### config.mk
export PLATFORM = sky130hd
export DESIGN_NAME = camera_event_frame_splitter_top_flat
export DESIGN_NICKNAME = d
export VERILOG_FILES = /design/src/rtl/cefs_pkg.sv /design/src/rtl/cefs_in_if.sv /design/src/rtl/cefs_out_if.sv /design/src/rtl/cefs_core.sv /design/src/rtl/cefs_queue.sv /design/src/rtl/camera_event_frame_splitter_top.sv /design/src/flat_wrapper.sv
export VERILOG_INCLUDE_DIRS = /design/src /design/src/rtl
export SDC_FILE = /design/constraint.sdc
export NUM_CORES = 1
export LEC_CHECK = 0
export ABC_AREA = 0
export BUFFER_PORTS_ARGS = -buffer_cell sky130_fd_sc_hd__buf_2
export CAP_MARGIN = 20
export CORE_ASPECT_RATIO = 1.5
export CORE_MARGIN = 1.5
export CORE_UTILIZATION = 60
export DETAILED_ROUTE_END_ITERATION = 16
export PLACE_DENSITY = 0.84
export SLEW_MARGIN = 20
export SYNTH_ARGS = -nofsm -noshare
export SYNTH_HDL_FRONTEND = slang
export SYNTH_SLANG_ARGS = --single-unit
### constraint.sdc
create_clock -name clk -period 15 [get_ports clk]
set_input_delay 2.25 -clock clk [delete_from_list [all_inputs] [get_ports clk]]
set_output_delay 2.25 -clock clk [all_outputs]
set_load 0.01 [all_outputs]
### src/rtl/camera_event_frame_splitter_top_defines.svh
// ----------------------------------------------------------------------------
// Camera event frame splitter: assertion macros
// Shared property shorthands for the splitter RTL.
// ----------------------------------------------------------------------------
`ifndef CAMERA_EVENT_FRAME_SPLITTER_TOP_DEFINES_SVH
`define CAMERA_EVENT_FRAME_SPLITTER_TOP_DEFINES_SVH

// same-cycle implication
`define CEFS_ASSERT_NOW(name, clk, rst_n, ante, cons, msg) \
	name: assert property (@(posedge clk) disable iff (!rst_n) (ante) |-> (cons)) \
		else $error(msg);

// next-cycle implication
`define CEFS_ASSERT_NEXT(name, clk, rst_n, ante, cons, msg) \
	name: assert property (@(posedge clk) disable iff (!rst_n) (ante) |=> (cons)) \
		else $error(msg);

`endif

### src/rtl/cefs_pkg.sv
// ----------------------------------------------------------------------------
// Camera event frame splitter package
// Widths, protocol bytes, result record and result builders.
// ----------------------------------------------------------------------------
package cefs_pkg;

	localparam int MAX_CHUNK   = 1024;
	localparam int LEN_W       = 11;
	localparam int WIN_BYTES   = 6;
	localparam int HEAD_BYTES  = 9;
	localparam int QUEUE_DEPTH = 4;
	localparam int QPTR_W      = 2;
	localparam int QCNT_W      = 3;

	typedef logic [LEN_W-1:0] len_t;

	// protocol bytes
	localparam logic [7:0] SYNC_IMG  = 8'h5A;
	localparam logic [7:0] ID_CAM    = 8'h79;
	localparam logic [7:0] TYPE_IMG  = 8'h02;
	localparam logic [7:0] TAIL_IMG  = 8'h04;
	localparam logic [7:0] END_PKT   = 8'h5D;
	localparam logic [7:0] SYNC_EVT  = 8'h5B;
	localparam logic [7:0] TYPE_EVT  = 8'h42;
	localparam logic [7:0] TAIL_EVT  = 8'h5F;
	localparam logic [7:0] SYNC_ACK  = 8'h1A;
	localparam logic [7:0] MAX_EVENT = 8'd5;

	typedef enum logic [2:0] {
		KIND_LITE    = 3'd0,
		KIND_PACKET  = 3'd1,
		KIND_IMAGE   = 3'd2,
		KIND_ACK     = 3'd3,
		KIND_INVALID = 3'd4,
		KIND_UNKNOWN = 3'd5
	} kind_t;

	typedef enum logic [3:0] {
		MODE_UNDECIDED = 4'b0001,
		MODE_MIXED     = 4'b0010,
		MODE_OTHER     = 4'b0100,
		MODE_MIXED_UNK = 4'b1000
	} mode_t;

	typedef struct packed {
		kind_t       frame_kind;
		logic [7:0]  event_code;
		logic [7:0]  ack_code;
		len_t        packet_length;
		logic [7:0]  image_index;
		logic [7:0]  image_total;
		logic        header_match;
		logic        request_next;
		logic        last_result;
	} res_t;

	// up to two results per item: first is queued ahead of second
	typedef struct packed {
		logic [1:0] num;
		res_t       first;
		res_t       second;
	} push_t;

	function automatic res_t make_plain(kind_t kind, logic [7:0] ev, logic [7:0] ack,
			len_t len);
		res_t r;
		r               = '0;
		r.frame_kind    = kind;
		r.event_code    = ev;
		r.ack_code      = ack;
		r.packet_length = len;
		r.last_result   = 1'b1;
		return r;
	endfunction

	function automatic res_t make_packet(len_t len, logic [7:0] pev, logic [7:0] fev,
			logic [7:0] pidx, logic [7:0] ptot, logic last);
		res_t r;
		logic hm;
		logic full;
		hm              = (pev == fev);
		full            = (len >= len_t'(9));
		r               = '0;
		r.frame_kind    = KIND_PACKET;
		r.event_code    = fev;
		r.packet_length = len;
		r.image_index   = full ? pidx : 8'd0;
		r.image_total   = full ? ptot : 8'd0;
		r.header_match  = hm;
		r.request_next  = hm && full && (pidx != ptot);
		r.last_result   = last;
		return r;
	endfunction

endpackage

### src/rtl/cefs_in_if.sv
// ----------------------------------------------------------------------------
// Camera event frame splitter input channel
// Received byte plus end-of-chunk flag, valid/ready handshake.
// ----------------------------------------------------------------------------
interface cefs_in_if;
	logic       valid;
	logic       ready;
	logic [7:0] rx_byte;
	logic       chunk_end;

	modport source (output valid, output rx_byte, output chunk_end, input ready);
	modport sink   (input valid, input rx_byte, input chunk_end, output ready);
endinterface

### src/rtl/cefs_out_if.sv
// ----------------------------------------------------------------------------
// Camera event frame splitter output channel
// One classification / packet report per item, valid/ready handshake.
// ----------------------------------------------------------------------------
interface cefs_out_if;
	logic        valid;
	logic        ready;
	logic [2:0]  frame_kind;
	logic [7:0]  event_code;
	logic [7:0]  ack_code;
	logic [10:0] packet_length;
	logic [7:0]  image_index;
	logic [7:0]  image_total;
	logic        header_match;
	logic        request_next;
	logic        last_result;

	modport source (output valid, output frame_kind, output event_code, output ack_code,
		output packet_length, output image_index, output image_total,
		output header_match, output request_next, output last_result, input ready);
	modport sink (input valid, input frame_kind, input event_code, input ack_code,
		input packet_length, input image_index, input image_total,
		input header_match, input request_next, input last_result, output ready);
endinterface

### src/rtl/cefs_core.sv
// ----------------------------------------------------------------------------
// Camera event frame splitter core
// Input register, chunk/packet state and single-pass result generation.
// ----------------------------------------------------------------------------
`include "camera_event_frame_splitter_top_defines.svh"

module cefs_core (
	input  logic            clk,
	input  logic            arst_n,
	cefs_in_if.sink         in_ch,
	input  logic            room2,
	output cefs_pkg::push_t push
);

	logic                   vld_s1;
	logic [7:0]             byte_s1;
	logic                   end_s1;
	logic                   adv;

	logic [8*cefs_pkg::WIN_BYTES-1:0] win_q, win_n;
	cefs_pkg::len_t         cnt_q, cnt_n;
	logic [7:0]             head_q [cefs_pkg::HEAD_BYTES];
	logic [7:0]             head_n [cefs_pkg::HEAD_BYTES];
	cefs_pkg::mode_t        mode_q, mode_n;
	logic                   open_q, open_n;
	cefs_pkg::len_t         pc_q, pc_n;
	logic [7:0]             pidx_q, pidx_n;
	logic [7:0]             ptot_q, ptot_n;
	logic [7:0]             fev_q, fev_n;
	logic [7:0]             pev_q, pev_n;

	logic [7:0]             w0, w1, w2, w3, w4, w5;
	logic                   hdr5, hdr6;
	logic                   lite_h, lite_n, img_n, ack_n, full_n;
	logic                   mid_vld;
	cefs_pkg::res_t         mid_res, end_res;

	assign adv         = vld_s1 && room2;
	assign in_ch.ready = !vld_s1 || room2;

	always_ff @(posedge clk or negedge arst_n) begin
		if (!arst_n) begin
			vld_s1 <= 1'b0;
		end else if (in_ch.ready) begin
			vld_s1 <= in_ch.valid;
		end
	end

	always_ff @(posedge clk) begin
		if (in_ch.valid && in_ch.ready) begin
			byte_s1 <= in_ch.rx_byte;
			end_s1  <= in_ch.chunk_end;
		end
	end

	assign win_n = {win_q[8*cefs_pkg::WIN_BYTES-9:0], byte_s1};
	assign w0    = win_n[7:0];
	assign w1    = win_n[15:8];
	assign w2    = win_n[23:16];
	assign w3    = win_n[31:24];
	assign w4    = win_n[39:32];
	assign w5    = win_n[47:40];

	// 5A 79 02 x 04 ending at the current byte; hdr6 also needs the 5D before it
	assign hdr5 = (w4 == cefs_pkg::SYNC_IMG) && (w3 == cefs_pkg::ID_CAM) &&
		(w2 == cefs_pkg::TYPE_IMG) && (w0 == cefs_pkg::TAIL_IMG);
	assign hdr6 = hdr5 && (w5 == cefs_pkg::END_PKT);

	always_comb begin
		for (int i = 0; i < cefs_pkg::HEAD_BYTES; i++) begin
			head_n[i] = (cnt_q == cefs_pkg::len_t'(i)) ? byte_s1 : head_q[i];
		end
		cnt_n = (cnt_q < cefs_pkg::len_t'(cefs_pkg::MAX_CHUNK)) ? cnt_q + 1'b1 : cnt_q;

		lite_h = (head_n[0] == cefs_pkg::SYNC_EVT) && (head_n[1] == cefs_pkg::ID_CAM) &&
			(head_n[2] == cefs_pkg::TYPE_EVT) && (head_n[4] == cefs_pkg::TAIL_EVT);

		mode_n = mode_q;
		fev_n  = fev_q;
		if (cnt_q == cefs_pkg::len_t'(4)) begin
			mode_n = lite_h ? cefs_pkg::MODE_MIXED : cefs_pkg::MODE_OTHER;
		end
		if (cnt_q == cefs_pkg::len_t'(8)) begin
			fev_n = byte_s1;
			if (mode_n == cefs_pkg::MODE_MIXED && byte_s1 > cefs_pkg::MAX_EVENT) begin
				mode_n = cefs_pkg::MODE_MIXED_UNK;
			end
		end

		open_n  = open_q;
		pc_n    = pc_q;
		pidx_n  = pidx_q;
		ptot_n  = ptot_q;
		pev_n   = pev_q;
		mid_vld = 1'b0;
		mid_res = '0;
		if (cnt_q >= cefs_pkg::len_t'(5)) begin
			if (open_q) begin
				pc_n = (pc_q < cefs_pkg::len_t'(cefs_pkg::MAX_CHUNK)) ? pc_q + 1'b1 : pc_q;
				if (pc_n == cefs_pkg::len_t'(8)) begin
					pidx_n = byte_s1;
				end
				if (pc_n == cefs_pkg::len_t'(9)) begin
					ptot_n = byte_s1;
				end
				if (pc_n >= cefs_pkg::len_t'(6) && hdr6) begin
					// close current packet; the new header's 5 bytes start the next one
					mid_vld = (mode_n == cefs_pkg::MODE_MIXED);
					mid_res = cefs_pkg::make_packet(pc_n - cefs_pkg::len_t'(5), pev_q, fev_n,
						pidx_n, ptot_n, 1'b0);
					pc_n    = cefs_pkg::len_t'(5);
					pev_n   = w1;
					pidx_n  = 8'd0;
					ptot_n  = 8'd0;
				end
			end else if (cnt_q >= cefs_pkg::len_t'(9) && hdr5) begin
				open_n = 1'b1;
				pc_n   = cefs_pkg::len_t'(5);
				pev_n  = w1;
				pidx_n = 8'd0;
				ptot_n = 8'd0;
			end
		end

		// chunk classification on the post-update state
		lite_n = (cnt_n >= cefs_pkg::len_t'(5)) && lite_h;
		img_n  = (cnt_n >= cefs_pkg::len_t'(5)) && (head_n[0] == cefs_pkg::SYNC_IMG) &&
			(head_n[1] == cefs_pkg::ID_CAM) && (head_n[2] == cefs_pkg::TYPE_IMG) &&
			(head_n[4] == cefs_pkg::TAIL_IMG);
		ack_n  = (cnt_n >= cefs_pkg::len_t'(4)) && (head_n[0] == cefs_pkg::SYNC_ACK) &&
			(head_n[2] == cefs_pkg::ID_CAM) && (head_n[3] == cefs_pkg::END_PKT);
		full_n = (cnt_n >= cefs_pkg::len_t'(9));

		if (cnt_n == cefs_pkg::len_t'(5)) begin
			end_res = lite_n ?
				cefs_pkg::make_plain(cefs_pkg::KIND_LITE, head_n[3], 8'd0, cnt_n) :
				cefs_pkg::make_plain(cefs_pkg::KIND_INVALID, 8'd0, 8'd0, cnt_n);
		end else if (lite_n) begin
			if (!full_n) begin
				// mixed chunk too short to carry its event byte
				end_res = cefs_pkg::make_plain(cefs_pkg::KIND_UNKNOWN, 8'd0, 8'd0, cnt_n);
			end else if (head_n[8] > cefs_pkg::MAX_EVENT) begin
				end_res = cefs_pkg::make_plain(cefs_pkg::KIND_UNKNOWN, head_n[8], 8'd0, cnt_n);
			end else if (open_n) begin
				end_res = cefs_pkg::make_packet(pc_n, pev_n, fev_n, pidx_n, ptot_n, 1'b1);
			end else begin
				// known event but no packet header seen
				end_res = cefs_pkg::make_plain(cefs_pkg::KIND_PACKET, 8'd0, 8'd0, '0);
			end
		end else if (img_n) begin
			if (head_n[3] > cefs_pkg::MAX_EVENT) begin
				end_res = cefs_pkg::make_plain(cefs_pkg::KIND_UNKNOWN, head_n[3], 8'd0, cnt_n);
			end else begin
				end_res = cefs_pkg::make_plain(cefs_pkg::KIND_IMAGE, head_n[3], 8'd0, cnt_n);
				end_res.image_index  = full_n ? head_n[7] : 8'd0;
				end_res.image_total  = full_n ? head_n[8] : 8'd0;
				end_res.header_match = 1'b1;
				end_res.request_next = full_n && (head_n[7] != head_n[8]);
			end
		end else if (ack_n) begin
			end_res = cefs_pkg::make_plain(cefs_pkg::KIND_ACK, 8'd0, head_n[1], cnt_n);
		end else begin
			end_res = cefs_pkg::make_plain(cefs_pkg::KIND_INVALID, 8'd0, 8'd0, cnt_n);
		end

		push.first  = mid_vld ? mid_res : end_res;
		push.second = end_res;
		if (!adv) begin
			push.num = 2'd0;
		end else begin
			push.num = {1'b0, mid_vld} + {1'b0, end_s1};
		end
	end

	always_ff @(posedge clk or negedge arst_n) begin
		if (!arst_n) begin
			win_q  <= '0;
			cnt_q  <= '0;
			mode_q <= cefs_pkg::MODE_UNDECIDED;
			open_q <= 1'b0;
			pc_q   <= '0;
			pidx_q <= '0;
			ptot_q <= '0;
			fev_q  <= '0;
			pev_q  <= '0;
			for (int i = 0; i < cefs_pkg::HEAD_BYTES; i++) begin
				head_q[i] <= '0;
			end
		end else if (adv) begin
			if (end_s1) begin
				win_q  <= '0;
				cnt_q  <= '0;
				mode_q <= cefs_pkg::MODE_UNDECIDED;
				open_q <= 1'b0;
				pc_q   <= '0;
				pidx_q <= '0;
				ptot_q <= '0;
				fev_q  <= '0;
				pev_q  <= '0;
				for (int i = 0; i < cefs_pkg::HEAD_BYTES; i++) begin
					head_q[i] <= '0;
				end
			end else begin
				win_q  <= win_n;
				cnt_q  <= cnt_n;
				mode_q <= mode_n;
				open_q <= open_n;
				pc_q   <= pc_n;
				pidx_q <= pidx_n;
				ptot_q <= ptot_n;
				fev_q  <= fev_n;
				pev_q  <= pev_n;
				for (int i = 0; i < cefs_pkg::HEAD_BYTES; i++) begin
					head_q[i] <= head_n[i];
				end
			end
		end
	end

	`CEFS_ASSERT_NEXT(a_end_clears, clk, arst_n, adv && end_s1, cnt_q == '0 && !open_q, "chunk state not cleared after chunk end")
	`CEFS_ASSERT_NOW(a_open_after_head, clk, arst_n, open_q, cnt_q >= cefs_pkg::len_t'(10), "packet open inside chunk head")
	`CEFS_ASSERT_NOW(a_mid_needs_open, clk, arst_n, mid_vld, open_q && mode_n == cefs_pkg::MODE_MIXED, "packet report without open packet")

endmodule

### src/rtl/cefs_queue.sv
// ----------------------------------------------------------------------------
// Camera event frame splitter result queue
// Four-entry queue taking up to two results per cycle while room2 is high, one out per cycle.
// ----------------------------------------------------------------------------
`include "camera_event_frame_splitter_top_defines.svh"

module cefs_queue (
	input  logic            clk,
	input  logic            arst_n,
	input  cefs_pkg::push_t push,
	output logic            room2,
	cefs_out_if.source      out_ch
);

	cefs_pkg::res_t                q_mem [cefs_pkg::QUEUE_DEPTH];
	logic [cefs_pkg::QPTR_W-1:0]   wr_ptr_q, rd_ptr_q, wr_nxt;
	logic [cefs_pkg::QCNT_W-1:0]   count_q;
	logic                          pop;
	cefs_pkg::res_t                head;

	assign pop    = out_ch.valid && out_ch.ready;
	assign wr_nxt = wr_ptr_q + cefs_pkg::QPTR_W'(1);
	assign room2  = count_q <= cefs_pkg::QCNT_W'(cefs_pkg::QUEUE_DEPTH - 2);

	always_ff @(posedge clk) begin
		if (push.num != 2'd0) begin
			q_mem[wr_ptr_q] <= push.first;
		end
		if (push.num == 2'd2) begin
			q_mem[wr_nxt] <= push.second;
		end
	end

	always_ff @(posedge clk or negedge arst_n) begin
		if (!arst_n) begin
			wr_ptr_q <= '0;
			rd_ptr_q <= '0;
			count_q  <= '0;
		end else begin
			wr_ptr_q <= wr_ptr_q + cefs_pkg::QPTR_W'(push.num);
			rd_ptr_q <= rd_ptr_q + cefs_pkg::QPTR_W'(pop);
			count_q  <= count_q + cefs_pkg::QCNT_W'(push.num) - cefs_pkg::QCNT_W'(pop);
		end
	end

	assign head                 = q_mem[rd_ptr_q];
	assign out_ch.valid         = count_q != '0;
	assign out_ch.frame_kind    = head.frame_kind;
	assign out_ch.event_code    = head.event_code;
	assign out_ch.ack_code      = head.ack_code;
	assign out_ch.packet_length = head.packet_length;
	assign out_ch.image_index   = head.image_index;
	assign out_ch.image_total   = head.image_total;
	assign out_ch.header_match  = head.header_match;
	assign out_ch.request_next  = head.request_next;
	assign out_ch.last_result   = head.last_result;

	`CEFS_ASSERT_NOW(a_no_overflow, clk, arst_n, push.num != 2'd0, room2, "result queue written without room")
	`CEFS_ASSERT_NEXT(a_pop_count, clk, arst_n, pop && push.num == 2'd0, count_q == $past(count_q) - 1'b1, "queue count off after pop")
	`CEFS_ASSERT_NOW(a_count_bound, clk, arst_n, 1'b1, count_q <= cefs_pkg::QCNT_W'(cefs_pkg::QUEUE_DEPTH), "queue count above depth")

endmodule

### src/rtl/camera_event_frame_splitter_top.sv
// ----------------------------------------------------------------------------
// Camera event frame splitter
// Classifies receive chunks and splits mixed event/image chunks into packets.
//
//   channel  dir  handshake      payload
//   in_ch    in   valid/ready    rx_byte, chunk_end
//   out_ch   out  valid/ready    frame_kind .. last_result (one report each)
//
// One byte accepted per cycle while the input is not stalled. A byte is
// registered, processed from that register, and its reports are written
// into a four-entry queue; a byte yields zero, one or two reports. Input
// stalls only while the queue holds more than two reports.
// Reset is asynchronous and clears all chunk state; no clearing pass.
// ----------------------------------------------------------------------------
module camera_event_frame_splitter_top (
	input  logic       clk,
	input  logic       arst_n,
	cefs_in_if.sink    in_ch,
	cefs_out_if.source out_ch
);

	cefs_pkg::push_t push;
	logic            room2;

	cefs_core u_core (
		.clk    (clk),
		.arst_n (arst_n),
		.in_ch  (in_ch),
		.room2  (room2),
		.push   (push)
	);

	cefs_queue u_queue (
		.clk    (clk),
		.arst_n (arst_n),
		.push   (push),
		.room2  (room2),
		.out_ch (out_ch)
	);

endmodule
### src/flat_wrapper.sv
// flat-port wrapper written by rule: the top's interface ports become plain ports
module camera_event_frame_splitter_top_flat 
  (clk, arst_n, in_ch_valid, in_ch_rx_byte, in_ch_chunk_end, in_ch_ready, out_ch_valid, out_ch_frame_kind, out_ch_event_code, out_ch_ack_code, out_ch_packet_length, out_ch_image_index, out_ch_image_total, out_ch_header_match, out_ch_request_next, out_ch_last_result, out_ch_ready);
  cefs_in_if in_ch_i ();
  cefs_out_if out_ch_i ();
  input  logic clk;
  input  logic arst_n;
  input wire logic [$bits(in_ch_i.valid)-1:0] in_ch_valid;
  input wire logic [$bits(in_ch_i.rx_byte)-1:0] in_ch_rx_byte;
  input wire logic [$bits(in_ch_i.chunk_end)-1:0] in_ch_chunk_end;
  output wire logic [$bits(in_ch_i.ready)-1:0] in_ch_ready;
  output wire logic [$bits(out_ch_i.valid)-1:0] out_ch_valid;
  output wire logic [$bits(out_ch_i.frame_kind)-1:0] out_ch_frame_kind;
  output wire logic [$bits(out_ch_i.event_code)-1:0] out_ch_event_code;
  output wire logic [$bits(out_ch_i.ack_code)-1:0] out_ch_ack_code;
  output wire logic [$bits(out_ch_i.packet_length)-1:0] out_ch_packet_length;
  output wire logic [$bits(out_ch_i.image_index)-1:0] out_ch_image_index;
  output wire logic [$bits(out_ch_i.image_total)-1:0] out_ch_image_total;
  output wire logic [$bits(out_ch_i.header_match)-1:0] out_ch_header_match;
  output wire logic [$bits(out_ch_i.request_next)-1:0] out_ch_request_next;
  output wire logic [$bits(out_ch_i.last_result)-1:0] out_ch_last_result;
  input wire logic [$bits(out_ch_i.ready)-1:0] out_ch_ready;
  assign in_ch_i.valid = in_ch_valid;
  assign in_ch_i.rx_byte = in_ch_rx_byte;
  assign in_ch_i.chunk_end = in_ch_chunk_end;
  assign in_ch_ready = in_ch_i.ready;
  assign out_ch_valid = out_ch_i.valid;
  assign out_ch_frame_kind = out_ch_i.frame_kind;
  assign out_ch_event_code = out_ch_i.event_code;
  assign out_ch_ack_code = out_ch_i.ack_code;
  assign out_ch_packet_length = out_ch_i.packet_length;
  assign out_ch_image_index = out_ch_i.image_index;
  assign out_ch_image_total = out_ch_i.image_total;
  assign out_ch_header_match = out_ch_i.header_match;
  assign out_ch_request_next = out_ch_i.request_next;
  assign out_ch_last_result = out_ch_i.last_result;
  assign out_ch_i.ready = out_ch_ready;
  camera_event_frame_splitter_top u_core (.clk(clk), .arst_n(arst_n), .in_ch(in_ch_i), .out_ch(out_ch_i));
endmodule
==> run metrics, run 1 <==
final wirelength 63,500 um; Global Route Usage Sum 0.357; CP max FO 28; Setup Crit Path Kind reg -> reg; Pint 2.10 mW; Cells after Synth 1,985; # rows 83; endpoint type of the worst setup path flip-flop; P per Cell Area 148 nW/um2; Setup crit start kind flip-flop; leading cell type by number of instances after synthesis nand2_1; reg-to-reg setup timing slack 8.14 ns; latest clock arrival within the worst-skew pair 0.56 ns; Layout Cells excl Fill 2,431; nets 2,009; Die X 155 um; initial core utilization 0.607; Power Total 3.31 mW; crit path cell chain nor3_2 > nand4_2 > nor3_1 > o22ai_1 > nor4_2 > nand2_1 > a211o_1 > buf_4 > inv_1 > ha_1 > o21ai_0 > nand3b_1 > inv_1 > a21boi_4 > buf_4 > o22ai_1; io pins 64; Post-Place Cell Area 21,300 um2; Synth top area share 0.292; top area cells in the synthesized netlist edfxtp_1, dfrtp_1, mux4_2; Sequential Power Share 0.421; Synth area leader edfxtp_1; Least-Margin Pin Slew 1.17 ns; via count 17,400; fin crit share 0.457; CP max stage delay 0.61 ns; Longest Clk Path Bufs 3; post-cts resize count 0; DP Wirelength 42,800 um; Setup Viol. Count Final 0; number of global-route vias before repair 16,800; syn nets 2,015; synth-to-layout area growth 8.33%; RSZ-0062 raised after global routing false; CORE AREA 34,100 um2; multi-input logic area 9740 um2; Hold Vio Cnt, Final 0; outcome finished, final reports clean; async set or reset register ratio after synthesis 0.443; setup TNS 0 ns; Die Y 230 um; Root Driver clkbuf_16; Psw 1.21 mW; Hold Slack 0.458 ns; antenna-violating nets left 0; number of synthesized flops with an enable pin 201; register area share after synthesis 0.493; Sw Ratio 0.365; HP Class reg -> reg; Reg area 10,200 um2; Pleak 8.51 nW; Main synth FF type edfxtp_1; fin crit period 6.86 ns; synth cell count leaders nand2_1, edfxtp_1, o22ai_1; first-pass GRT wire length 96,900 um; Placed Cells 2,366; Die Area 35,600 um2; Worst EP required 15.25 ns; initial antenna violation count 1; # hold bufs at CTS 0; largest net degree at the start of global routing 94; layout cells sized above 1 0.138; VDD IR max 0.0815 mV; fmax 0.146 GHz; drt pass-1 iters 9; WL/cell 26.1 um; Avg Cell Area, Syn 10.4 um2; Post-Layout Inst Area 22,400 um2; CTS tree yes; crit path DAT 7.11 ns; GPL Wtd Cong 1.03; Combinational Power Share 0.312; Num CTS Buffers 36; Clock transition at path regs 0.07 ns; Slowest cell on crit path nor3_2; DR DRC count 0; distinct cell type count after synthesis 93; Synth Cell Area 20,700 um2; YS warnings 0; Port Buffers 63; Slew HR 0.217; clk sinks 368; vias per cell 7.16; total congestion overflow 0; Final Max Tran Viols 0; Worst Skew 0.0205 ns; Max Cap Viol 0; drt first-iter violations 2,269; Clk pwr share 0.267; H-Tree Depth 2; Fillers 2,592; number of synthesized register bits 368; Post-CTS Setup Inserts 0
[power groups by stage]
stage | logic (mW) | registers [mW] | clock network [mW]
finish | 1.03 | 1.39 | 0.883
global route | 1.10 | 1.41 | 0.924
CTS | 1.02 | 1.39 | 0.887
detailed placement | 1.01 | 1.41 | 0
global placement | 0.996 | 1.40 | 0
floorplan | 0.746 | 1.32 | 0
[cells by family after synthesis]
group                    share of synthesized area
AO/OA/AOI/OAI                                0.185
XOR/XNOR                                    0.0267
adder cells (fa/ha/maj)                     0.0107
buffers and inverters                       0.0382
flip-flops                                   0.493
multiplexers                                0.0863
AND/OR/NAND/NOR                              0.159
[layout by cell type (no fill, tap or decap), types with 21 or more instances in the layout]
| cell type | instances |
|---|---|
| nand2_1 | 242 |
| a22o_1 | 41 |
| o21ai_0 | 128 |
| a22oi_1 | 21 |
| mux2_2 | 24 |
| mux2i_1 | 40 |
| o22ai_1 | 165 |
| mux4_2 | 49 |
| nand3b_1 | 38 |
| buf_4 | 39 |
| nor3_1 | 24 |
| inv_1 | 50 |
| buf_2 | 62 |
| dfrtp_1 | 160 |
| a21oi_1 | 69 |
| edfxtp_1 | 201 |
| xnor2_1 | 43 |
| nand3_1 | 34 |
| clkbuf_16 | 36 |
| nor2_1 | 143 |
[metal layers]
layer / part of all wire / up-vias / track usage
met4: 0.075 / 0 / 0.239
li1: - / 7496 / -
met1: 0.34 / 8371 / 0.434
met5: 0 / - / 0
met3: 0.097 / 306 / 0.0662
met2: 0.48 / 1227 / 0.582
[cell type report]
type                    instances  share of cell area
clock buffers                  45              0.0431
diodes                          1            0.000112
well taps                     425              0.0237
repair buffers                102              0.0274
inverters                      50             0.00838
multi-input cells            1421               0.435
flip-flops and latches        368               0.456
clock inverters                19             0.00676
[critical path: cells and delay by family, from the launching register on]
kind	cells	cell delay (ns)
flops	1	0.49
compound gates	5	1.68
buf+inv	4	1.49
simple gates	6	2.46
fa+ha+maj	1	0.38
[state kept, by name, indices dropped and copies added, names as in the netlist]
signal,count
u_core.u_core.win_q,40
u_core.u_core.pev_q,8
u_core.u_queue.rd_ptr_q,2
u_core.u_core.mode_q,4
u_core.u_core.pidx_q,8
u_core.u_core.end_s1,1
u_core.u_core.fev_q,8
u_core.u_core.ptot_q,8
u_core.u_core.pc_q,11
u_core.u_queue.wr_ptr_q,2
u_core.u_core.open_q,1
u_core.u_core.head_q,56
u_core.u_core.cnt_q,11
u_core.u_queue.q_mem,196
u_core.u_core.vld_s1,1
u_core.u_core.byte_s1,8
u_core.u_queue.count_q,3
[worst paths after layout]
| check | start | end | depth (start not counted) |
|---|---|---|---|
| setup / recovery | u_core.u_core.cnt_q[7] | u_core.u_queue.q_mem[3][40] | 16 |
| hold / removal | u_core.u_queue.q_mem[2][0] | u_core.u_queue.q_mem[2][0] | 2 |
| setup reg to reg | u_core.u_core.cnt_q[7] | u_core.u_queue.q_mem[3][40] | 16 |
| hold reg to reg | u_core.u_queue.q_mem[2][0] | u_core.u_queue.q_mem[2][0] | 2 |
| max in group asynchronous | arst_n | u_core.u_queue.rd_ptr_q[0] | 2 |
| min in group asynchronous | arst_n | u_core.u_core.pc_q[7] | 1 |
[stage by stage]
step                      worst slack, ns  utilization
final                                8.14        0.657
after global placement               8.68        0.624
after floorplan                      9.70            -
after CTS                            8.34        0.657
after global routing                 7.88        0.657
after detailed placement             8.38        0.624
No activity file was read; power rests on OpenSTA's default activity.
==> run 2: changes to the inputs <==
--- a/config.mk
+++ b/config.mk
@@ -6,12 +6,12 @@
 export SDC_FILE = /design/constraint.sdc
 export NUM_CORES = 1
 export LEC_CHECK = 0
-export ABC_AREA = 0
+export ABC_AREA = 1
 export BUFFER_PORTS_ARGS = -buffer_cell sky130_fd_sc_hd__buf_2
 export CAP_MARGIN = 20
 export CORE_ASPECT_RATIO = 1.5
 export CORE_MARGIN = 1.5
-export CORE_UTILIZATION = 60
+export CORE_UTILIZATION = 57
 export DETAILED_ROUTE_END_ITERATION = 16
 export PLACE_DENSITY = 0.84
 export SLEW_MARGIN = 20
==> constraint.sdc (replaced) <==
create_clock -name clk -period 5.6 [get_ports clk]
set_input_delay 0.84 -clock clk [delete_from_list [all_inputs] [get_ports clk]]
set_output_delay 0.84 -clock clk [all_outputs]
set_load 0.01 [all_outputs]
==> run 2 against run 1 <==
  * Core utilization decreased by 2.6 points
  * Critical endpoint is now u_core.u_queue.q_mem[1][47]
  * Largest cell class unchanged
  * Critical path depth is 11 higher
  * Sequential cell count is the same
  * Largest power group unchanged
==> run metrics, run 2 <==
register area share after synthesis 0.492 (-0.00140); multi-input logic area 8950 um2 (-8.1%); number of synthesized register bits 368 (unchanged); Die Area 37,500 um2 (+5.5%); Pleak 10.0 nW (+18%); dpl ws 0.655 ns (-7.72 ns); Reg area 10,200 um2 (about the same); number of synthesized flops with an enable pin 201 (unchanged); YS warnings 0 (unchanged); Longest Clk Path Bufs 3 (unchanged); post-cts resize count 0 (unchanged); R2R depth 27 (+11); largest net degree at the start of global routing 100 (+6.4%); Synth Cell Area 20,700 um2 (+0.28%); post-synthesis xor/xnor area fraction 0.0164 (-0.0103); CTS tree yes; DP Wirelength 45,300 um (+5.9%); Max Cap Viol 0 (unchanged); initial antenna violation count 0 (-1); Compound-Gate Fraction of Synth Area 0.143 (-0.0428); diodes inserted 0 (-1); Worst EP required 5.98 ns (-9.27 ns); GPL Wtd Cong 1.05 (+2.1%); distinct cell type count after synthesis 62 (-33%); VDD IR max 0.294 mV (+260%); most frequent cells in the layout nand2_1, nor2_1, inv_1; Synth Area in Adders 0.0106 (-0.0000302); DR DRC count 0 (unchanged); latest clock arrival within the worst-skew pair 0.56 ns (about the same); P per Cell Area 408 nW/um2 (+180%); Die Y 237 um (+2.7%); total congestion overflow 0 (unchanged); drt pass-1 iters 9 (unchanged); WL/cell 20.6 um (-21%); Avg Cell Area, Syn 7.90 um2 (-24%); endpoint type of the worst setup path flip-flop; Synth area leader edfxtp_1; Hold Vio Cnt, Final 0 (unchanged); final wirelength 64,700 um (+1.9%); top area cells in the synthesized netlist edfxtp_1, dfrtp_1, nand2_1; Main synth FF type edfxtp_1; HP Class in -> async; antenna-violating nets left 0 (unchanged); post-synthesis mux area share 0 (-0.0863); via count 19,100 (+9.9%); io pins 64 (unchanged); # rows 85 (+2.4%); crit path DAT 5.39 ns (-1.72 ns); # hold bufs at CTS 0 (unchanged); fin crit period 5.00 ns (-1.85 ns); Global Route Usage Sum 0.342 (-0.0155); RSZ-0062 raised after global routing false; Final Max Tran Viols 0 (unchanged); first-pass GRT wire length 99,900 um (+3.1%); CP max FO 15 (-46%); Port Buffers 63 (unchanged); layout cells sized above 1 0.0997 (-0.0385); synth cell count leaders nand2_1, nor2_1, inv_1; Power Total 9.24 mW (+180%); worst setup margin 0.595 ns (-7.55 ns); number of global-route vias before repair 18,400 (+10%); Biggest register u_core.u_queue.q_mem; Slew HR 0.315 (+0.0975); Fillers 2,994 (+16%); fin crit share 0.894 (+0.437); fmax 0.200 GHz (+37%); CORE AREA 35,800 um2 (+5.2%); async set or reset register ratio after synthesis 0.443 (unchanged); Placed Cells 3,082 (+30%); Least-Margin Pin Slew 1.03 ns (-0.143 ns); largest family of logic cells by synthesized area simple AND/OR/NAND/NOR gates; vias per cell 6.08 (-15%); Post-CTS Setup Inserts 0 (unchanged); Worst Skew 0.0309 ns (+0.0105 ns); Layout Cells excl Fill 3,146 (+29%); Root Driver clkbuf_16; max FFs per register 196 (unchanged); Die X 159 um (+2.7%); initial core utilization 0.578 (-0.0285); Post-Synth Simple-Gate Area 0.260 (+0.100); Cells after Synth 2,623 (+32%); Setup Viol. Count Final 0 (unchanged); clk sinks 368 (unchanged); leading cell type by number of instances after synthesis nand2_1; Setup Crit Path Kind reg -> reg; commonest non-fill, non-tap cell in the layout nand2_1; drt first-iter violations 2,162 (-4.7%); syn nets 2,653 (+32%); synth-to-layout area growth 9.19%; Synth top area share 0.291 (-0.000828); biggest regs u_core.u_queue.q_mem x196, u_core.u_core.head_q x56, u_core.u_core.win_q x40; nets 2,671 (+33%); Setup crit start kind flip-flop; worst reg2reg startpoint u_core.u_core.cnt_q[0]; FF-to-FF End u_core.u_queue.q_mem[1][47]; setup TNS 0 ns (unchanged); outcome finished, final reports clean; reg-to-reg setup timing slack 0.60 ns (-7.55 ns); H-Tree Depth 2 (unchanged); Clock transition at path regs 0.06 ns (about the same); Finished Core Util 0.632 (-0.0259); Num CTS Buffers 35 (-2.8%)
-- run 2: changes by cell type in the layout (fill, tap and decap cells not counted), moves of 24 or more --
| cell | delta |
|---|---|
| mux4_2 | -49 |
| nor2_1 | +126 |
| nand2_1 | +585 |
| a21oi_1 | -43 |
| nand3_1 | +56 |
| inv_1 | +204 |
| mux2i_1 | -40 |
| o21ai_0 | +75 |
| mux2_2 | -24 |
| nand3b_1 | -36 |
| a22o_1 | -30 |
| xnor2_1 | -34 |
-- run 2: report_power, final --
part           leakage [nW]  switching, mW  internal [mW]  total, mW
combinational          5.36           2.39          0.951       3.34
sequential             4.10          0.206           3.31       3.51
clock                 0.549           1.05           1.33       2.38
-- run 2: worst max path at each step --
stage / from / endpoint / slack (ns) / cells after the start
6_report: u_core.u_core.cnt_q[0] / u_core.u_queue.q_mem[1][47] / 0.60 / 27
4_1_cts: u_core.u_core.cnt_q[0] / u_core.u_queue.q_mem[1][47] / 0.64 / 27
3_3_place_gp: u_core.u_core.cnt_q[0] / u_core.u_queue.q_mem[1][48] / 0.97 / 29
3_5_place_dp: u_core.u_core.cnt_q[0] / u_core.u_queue.q_mem[1][47] / 0.66 / 27
2_1_floorplan: u_core.u_core.cnt_q[0] / u_core.u_queue.q_mem[0][47] / 0.06 / 31
5_1_grt: u_core.u_core.cnt_q[0] / u_core.u_queue.q_mem[1][36] / 0.02 / 27
-- run 2: critical path, stage by stage, from the launching register on --
cell and delay (ns):
dfrtp_1 0.44, inv_1 0.13, ha_1 0.23, inv_1 0.09
nor2_2 0.16, nand3_2 0.19, o21ai_0 0.35, nand3_1 0.14
nor4_1 0.29, nand2_1 0.15, nand2_1 0.13, nand2_1 0.08
nor2_1 0.12, inv_1 0.07, nor2_2 0.18, nand2_2 0.09
inv_2 0.06, ha_1 0.14, inv_1 0.04, nor2_1 0.20
inv_1 0.11, nor2_1 0.12, inv_1 0.12, nor3_2 0.16
inv_1 0.12, nand2_2 0.34, nand2_1 0.37, nor2_1 0.24
-- run 2: layout make-up --
cell class | count | share of cell area
flip-flops and latches | 368 | 0.451
multi-input cells | 1850 | 0.396
inverters | 275 | 0.0457
clock buffers | 47 | 0.0429
repair buffers | 111 | 0.0318
well taps | 478 | 0.0264
clock inverters | 17 | 0.00708
-- run 2: logic make-up (layout without fill, tap and decap cells) --
| group | count (synthesis) | after routing |
|---|---|---|
| DFF | 368 | 368 |
| adders and majority gates | 17 | 17 |
| and+or+nand+nor | 1297 | 1297 |
| xor gates and xnor gates | 38 | 38 |
| buffers and inverters | 405 | 450 |
| AOI/OAI and AO/OA | 498 | 498 |
-- run 2: stage by stage --
stage                     instance area, um2  hold WS (ns)
final                                  22600         0.358
after detailed placement               21500         0.449
after floorplan                        20700         0.421
after global routing                   22600         0.413
after global placement                 21500         0.441
after CTS                              22600         0.388
-- run 2: routing by layer --
metal | up-vias | global-route usage | wire, um
met1 | 8842 | 0.396 | 22700
met3 | 303 | 0.0452 | 5650
met4 | 0 | 0.261 | 4960
met5 | - | 0 | 0
met2 | 1247 | 0.577 | 31400
li1 | 8732 | - | -
